===== config.mk =====
export PLATFORM = sky130hd
export DESIGN_NAME = ypb_matrix
export DESIGN_NICKNAME = d
export VERILOG_FILES = /design/src/rtl/ypb_pkg.sv /design/src/rtl/ypb_matrix.sv
export SDC_FILE = /design/constraint.sdc
export NUM_CORES = 2
export LEC_CHECK = 0
export CORE_MARGIN = 2
export CORE_UTILIZATION = 33
export CTS_BUF_LIST = sky130_fd_sc_hd__clkbuf_16
export CTS_CLUSTER_SIZE = 40
export DETAILED_ROUTE_END_ITERATION = 7
export DONT_BUFFER_PORTS = 1
export SLEW_MARGIN = 15
export SYNTH_ARGS = -nofsm -noshare
export SYNTH_HDL_FRONTEND = slang
export SYNTH_SLANG_ARGS = --single-unit

===== constraint.sdc =====
create_clock -name clock -period 54.3 [get_ports clock]
set_clock_uncertainty 0.1 [all_clocks]
set_input_delay 10.86 -clock clock [delete_from_list [all_inputs] [get_ports clock]]
set_output_delay 10.86 -clock clock [all_outputs]
set_load 0.03 [all_outputs]

===== src/rtl/ypb_pkg.sv =====
`timescale 1ns / 1ps
// Shared types, widths and constants for the RGB to YPbPr converter.
// No dependencies; every other file imports this package.

package ypb_pkg;

   // Fraction bits of the results: 1.0 is 2**FRAC_BITS.
   localparam int FRAC_BITS = 16;

   // Fixed widths set by the interface fields.
   localparam int CH_W   = 16;
   localparam int COEF_W = 21;              // signed matrix coefficients, units of 1e-6
   localparam int LANES  = 3;

   // Lane (matrix row) indexes.
   localparam int LANE_LUMA = 0;
   localparam int LANE_BLUE = 1;
   localparam int LANE_RED  = 2;

   // Datapath widths.
   localparam int PROD_W = COEF_W + CH_W;             // one coefficient times one channel
   localparam int ACC_W  = PROD_W + 1;                // signed row sum
   localparam int MAG_W  = PROD_W;                    // row sum magnitude
   localparam int DEN_W  = CH_W + COEF_W;             // max_value * 1e6
   localparam int DD_W   = DEN_W + 1;                 // divisor 2 * den
   localparam int Q_W    = FRAC_BITS + 2;             // quotient bits before saturation
   localparam int NUM_W  = MAG_W + Q_W;               // (mag << (FRAC_BITS+1)) + den
   localparam int OUT_W  = FRAC_BITS + 1;

   // Pipeline depth: matrix stages, then setup, one stage per quotient bit, output.
   localparam int MAT_STAGES = 3;
   localparam int DIV_STAGES = Q_W + 2;
   localparam int PIPE_DEPTH = MAT_STAGES + DIV_STAGES;
   localparam int OCC_W      = $clog2(PIPE_DEPTH + 1);

   localparam logic [COEF_W-1:0] COEF_ONE  = COEF_W'(1000000);
   localparam logic [CH_W-1:0]   MAX_RESET = CH_W'(255);

   // Clamp limits of the quotient magnitude.
   localparam logic [Q_W-1:0] LIM_ONE  = Q_W'(1) << FRAC_BITS;
   localparam logic [Q_W-1:0] LIM_HALF = Q_W'(1) << (FRAC_BITS - 1);

   // BT.601 matrix, row = output lane, column = red, green, blue.
   localparam logic signed [COEF_W-1:0] COEF [LANES][LANES] = '{
      '{ 21'sd299000,  21'sd587000,  21'sd114000},
      '{-21'sd168736, -21'sd331264,  21'sd500000},
      '{ 21'sd500000, -21'sd418688, -21'sd81312 }
   };

   // Rounding numerator of one lane, with the sign of the row sum.
   typedef struct packed {
      logic             neg;
      logic [NUM_W-1:0] num;
   } lane_num_type;

   // Restoring division state of one lane.
   typedef struct packed {
      logic            neg;
      logic            sat;
      logic [DD_W-1:0] rem;
      logic [Q_W-1:0]  nq;   // numerator bits shift out, quotient bits shift in
   } div_lane_type;

endpackage


===== src/rtl/ypb_matrix.sv =====
`timescale 1ns / 1ps
// Matrix part of the converter: products, row sums and rounding numerators.
// Depends on ypb_pkg.

module ypb_matrix (
   input  logic                                   clock,
   input  logic                                   reset,
   input  logic                                   in_valid,
   output logic                                   in_ready,
   input  logic [ypb_pkg::CH_W-1:0]               red,
   input  logic [ypb_pkg::CH_W-1:0]               green,
   input  logic [ypb_pkg::CH_W-1:0]               blue,
   input  logic [ypb_pkg::DEN_W-1:0]              den,
   output logic                                   out_valid,
   input  logic                                   out_ready,
   output ypb_pkg::lane_num_type [ypb_pkg::LANES-1:0] out_lanes
);
   import ypb_pkg::*;

   logic [CH_W-1:0]          ch [LANES];
   logic signed [PROD_W-1:0] prod_in [LANES][LANES];
   logic signed [PROD_W-1:0] prod_ff [LANES][LANES];
   logic signed [ACC_W-1:0]  acc_in [LANES];
   logic signed [ACC_W-1:0]  acc_ff [LANES];
   lane_num_type [LANES-1:0] num_in;
   lane_num_type [LANES-1:0] num_ff;
   logic [MAT_STAGES-1:0]    v_ff;
   logic [MAT_STAGES:0]      rdy;

   function automatic logic signed [PROD_W-1:0] coef_mul(
      input logic signed [COEF_W-1:0] c,
      input logic [CH_W-1:0]          x
   );
      logic signed [COEF_W+CH_W:0] full;
      full = c * $signed({1'b0, x});
      return full[PROD_W-1:0];
   endfunction

   function automatic logic signed [ACC_W-1:0] sext(input logic signed [PROD_W-1:0] p);
      return {p[PROD_W-1], p};
   endfunction

   function automatic lane_num_type make_num(
      input logic signed [ACC_W-1:0] acc,
      input logic [DEN_W-1:0]        d
   );
      lane_num_type     r;
      logic [ACC_W-1:0] absv;
      logic [MAG_W-1:0] mag;
      r.neg = acc[ACC_W-1];
      absv  = r.neg ? -acc : acc;
      mag   = absv[MAG_W-1:0];
      r.num = {mag, {(Q_W){1'b0}}} >> 1;
      r.num = r.num + NUM_W'(d);
      return r;
   endfunction

   assign ch[0] = red;
   assign ch[1] = green;
   assign ch[2] = blue;

   always_comb begin
      for (int i = 0; i < LANES; i++) begin
         for (int j = 0; j < LANES; j++) begin
            prod_in[i][j] = coef_mul(COEF[i][j], ch[j]);
         end
         acc_in[i] = sext(prod_ff[i][0]) + sext(prod_ff[i][1]) + sext(prod_ff[i][2]);
         num_in[i] = make_num(acc_ff[i], den);
      end
   end

   // Stage s loads when it is empty or its content moves on.
   always_comb begin
      rdy[MAT_STAGES] = out_ready;
      for (int s = MAT_STAGES - 1; s >= 0; s--) begin
         rdy[s] = !v_ff[s] || rdy[s+1];
      end
   end

   assign in_ready  = rdy[0];
   assign out_valid = v_ff[MAT_STAGES-1];
   assign out_lanes = num_ff;

   always_ff @(posedge clock) begin
      if (reset) begin
         v_ff <= '0;
      end else begin
         if (rdy[0]) v_ff[0] <= in_valid;
         if (rdy[1]) v_ff[1] <= v_ff[0];
         if (rdy[2]) v_ff[2] <= v_ff[1];
      end
   end

   always_ff @(posedge clock) begin
      if (rdy[0] && in_valid) prod_ff <= prod_in;
      if (rdy[1] && v_ff[0])  acc_ff  <= acc_in;
      if (rdy[2] && v_ff[1])  num_ff  <= num_in;
   end

endmodule


; Yosys cells after proc, flatten, opt, wreduce, memory -nomap -nowiden
; Index checks and enable logic that the tools add are counted.
[totals]
input_bits = 89
word_cells = 54
output_inout_bits = 170
regBits = 558
[classes]
n_mux = 3
mul = 9
add_sub_neg = 12
reduce_logical = 9
[op_table]
columns = operator, n
row1 = 54-bit by 37-bit adder with 55-bit output, 3
row2 = 37-bit two-way mux, 3
row3 = 37-bit negator, 3
row4 = 36-bit by 37-bit adder with 38-bit output, 2
row5 = "13-bit by 17-bit multiplier with 30-bit output, first input constant", 2
row6 = "14-bit by 16-bit multiplier with 30-bit output, first input constant", 2
row7 = 37-bit by 33-bit adder with 38-bit output, 1
row8 = 38-bit by 35-bit adder with 38-bit output, 1
row9 = 38-bit by 36-bit adder with 38-bit output, 1
row10 = 35-bit by 36-bit adder with 37-bit output, 1
row11 = "17-bit by 16-bit multiplier with 33-bit output, first input constant", 1
row12 = "16-bit by 16-bit multiplier with 32-bit output, first input constant", 1
row13 = "14-bit by 17-bit multiplier with 31-bit output, first input constant", 1
row14 = "13-bit by 16-bit multiplier with 29-bit output, first input constant", 1
row15 = "11-bit by 17-bit multiplier with 28-bit output, first input constant", 1
row16 = 1-bit logical AND, 3
row17 = 1-bit logical NOT, 3
row18 = 1-bit logical OR, 3

; Logic depth before layout (Yosys ltp)
[logic_depth]
ltp_word = 5
mapped_depth = 22
mapped_depth_nobuf = 22

; Worst setup path after synthesis
; No wires, ideal clock.
[synth_path]
path_type = input to register
startpoint = input port out_ready
endpoint = register prod_ff[100] in the netlist's numbering, enable pin
cell_stages = 2
setup_ns = 1.040
required_time_ns = 53.160
setup_slack_ns = 29.271
arrival_time_ns = 23.890
n_path_buf = 0
cell_sequence = nor2b_1 -> a31oi_1
[synth_via]
elab_chain_len = 4
[synth_rtl]
columns = element, line_no
row1 = start: declaration, ypb_matrix.sv:15  ; input logic out_ready,
row2 = 1-bit logical OR (3 in a row), ypb_matrix.sv:76  ; rdy[s] = !v_ff[s] || rdy[s+1];
row3 = 1-bit logical AND, ypb_matrix.sv:95  ; if (rdy[0] && in_valid) prod_ff <= prod_in;
row4 = end signal: assignment, ypb_matrix.sv:95
row5 = end: declaration, ypb_matrix.sv:22  ; logic signed [PROD_W-1:0] prod_ff [LANES][LANES];
; No other way between the ends.
; A chain may end at the register's enable or synchronous reset.

; Final worst setup path
[layout_path]
startpoint = input port out_ready
endpoint = output port in_ready
[layout_via]
elab_chain_len = 3
[layout_rtl]
columns = element, line_no
row1 = 1-bit logical OR (3 in a row), ypb_matrix.sv:76
row2 = end: declaration, ypb_matrix.sv:9  ; output logic in_ready,
; No other way between the ends.

==> reports/metrics.cfg <==
[timing]
min_period_ns=22.84
worstMarginPinSlew_ns=1.15
finalMaxSlewViolations=0
max_freq_ghz=0.0438
hold_viol=0
grt_setup_unrepaired=false
setup_violations=0
max_slew_margin_pct=21.3
period_share_pct=42.1
tns_ns=0

[setup_path]
crit_required_ns=43.34
start_kind=primary input
cp.arrival_ns=11.88
critPathMaxStageDelay_ns=0.57
critPathCaptureType=output port
path_cells=nor2b_1 > nand3_1
path_delay_family=simple AND/OR/NAND/NOR gates
crit_path_top_delay_cell=nor2b_1
path_max_fanout=6
critPathBufInv=0
worst-setup-path-type=in2out

[run_status]
status=complete, no violations

[routing]
ant_nets=0
vias_per_cell=4.99
vias=40900
totalWireLength_um=165000
dr.first_iter.drc_count=2815
routedWlPerCell_um=20.1
drt-pass1-iter-count=6
drc=0

[clock_network]
clock-sinks=487
htreeDepth=2
numCtsBuffers=56
cts_buffer_depth=3
insertion_delay_ns=0.67
cts_hold_buf=0
root_buffer=clkbuf_16
cts_setup_buffers=0
cts_tree=done
cts_resized=0
path_clk_slew_ns=0.06

[synth]
synth_enable_flop_cells=484
ys.flop_type=edfxtp_1
syn_nets=7584
syn_area_um2=61200
avgSynthCellArea_um2=10.7
yosysSeqAreaShare_pct=23.8
synthTopCellsByArea=edfxtp_1, fa_1, ha_1, inv_1, xnor2_1
async_flop_share_pct=0
syn_inst=5696
yosys_warnings=0
ys_seq_elements=487
yosys.area.top_type=edfxtp_1
yosys.area.top_type_share_pct=23.7
synth_cell_types=84

[layout]
drive_above_1_share_pct=2.52
final_cell_mix=ha_1, inv_1, fa_1, edfxtp_1, xnor2_1
final_cell_area_um2=65800
syn2layout_area_growth_pct=7.52
fin_nets=7567
layout_commonest_cell=ha_1

[global_routing]
grt_pass1_wl_um=252000
grt_pass1_vias=41800
antenna_found_initial=5
grt_max_degree=83
grt_overflow=0
grt_usage_pct=17.5

[placement]
place_hpwl_um=142000
io_buffers=0
globalplace.congestion=0.937
dpl_cell_area_um2=64000

[die]
start_util_pct=33.1
num_rows=158
dieArea_um2=189000
die_w_um=435
core_area_um2=185000
io_pins=259
die_y_um=435

[min_path]
hp-class=reg2reg

[flow_run]
maxCapViolCount=0

[final timing paths]
kind	slack, ns	to	depth (start not counted)	start
setup / recovery	31.46	in_ready	2	out_ready
hold / removal	0.38	out_lanes[111]$_DFFE_PP_	0	acc_ff[75]$_DFFE_PP_
hold reg to reg	0.38	out_lanes[111]$_DFFE_PP_	0	acc_ff[75]$_DFFE_PP_
setup reg to reg	49.49	acc_ff[36]$_DFFE_PP_	11	prod_ff[47]$_DFFE_PP_
[cells by family (layout without fill, tap and decap cells)]
group | after synthesis | count (layout) | share of synthesized area, %
other cells | 1 | 3 | 0.00612
fa+ha+maj | 1799 | 1799 | 45.3
xor+xnor | 432 | 432 | 6.18
compound gates | 954 | 954 | 10.2
flops | 487 | 487 | 23.8
simple gates | 843 | 843 | 6.80
buf+inv | 1170 | 1197 | 7.45
mux | 10 | 10 | 0.166
[registers in the layout, summed over array words and instances, names as in the netlist]
| signal | cells |
|---|---|
| v_ff | 3 |
| out_lanes | 124 |
| acc_ff | 99 |
| prod_ff | 261 |
[through the flow]
stage          worst slack (ns)  hold slack (ns)  utilization [%]  instances
2_1_floorplan             29.27            0.356                -       5696
3_3_place_gp              31.47            0.375             34.6       8101
3_5_place_dp              31.46            0.359             34.6       8101
4_1_cts                   31.45            0.386             35.6       8203
5_1_grt                   31.34            0.402             35.6       8203
6_report                  31.46            0.379             35.6       8205
[cell usage after synthesis (73+ instances only)]
library cell / number
a21oi_1: 265
xor2_1: 129
xnor2_1: 303
inv_1: 1083
ha_1: 1100
a21o_1: 137
nand2_1: 195
o21ai_0: 167
nor2_1: 229
edfxtp_1: 484
nand3_1: 73
fa_1: 699
[metal layers]
| layer | track usage [%] | vias up | share of wire (%) |
|---|---|---|---|
| li1 | - | 19300 | - |
| met1 | 23.4 | 20300 | 44 |
| met2 | 28.6 | 1088 | 46 |
| met3 | 2.14 | 234 | 5.3 |
| met4 | 7.05 | 0 | 4.5 |
| met5 | 0 | - | 0 |
[area by class of cell]
cell class	count	area, um^2
fillers	18100	119000
multi-input cells	4039	42100
flip-flops and latches	487	14600
inverters	1084	4070
well taps	2480	3100
clock buffers	56	1400
clock inverters	46	467
repair buffers	11	82.6
diodes	2	5.00
Power is not shown: default switching activity piles up to over one toggle a cycle in this logic, so the estimate is an artifact.
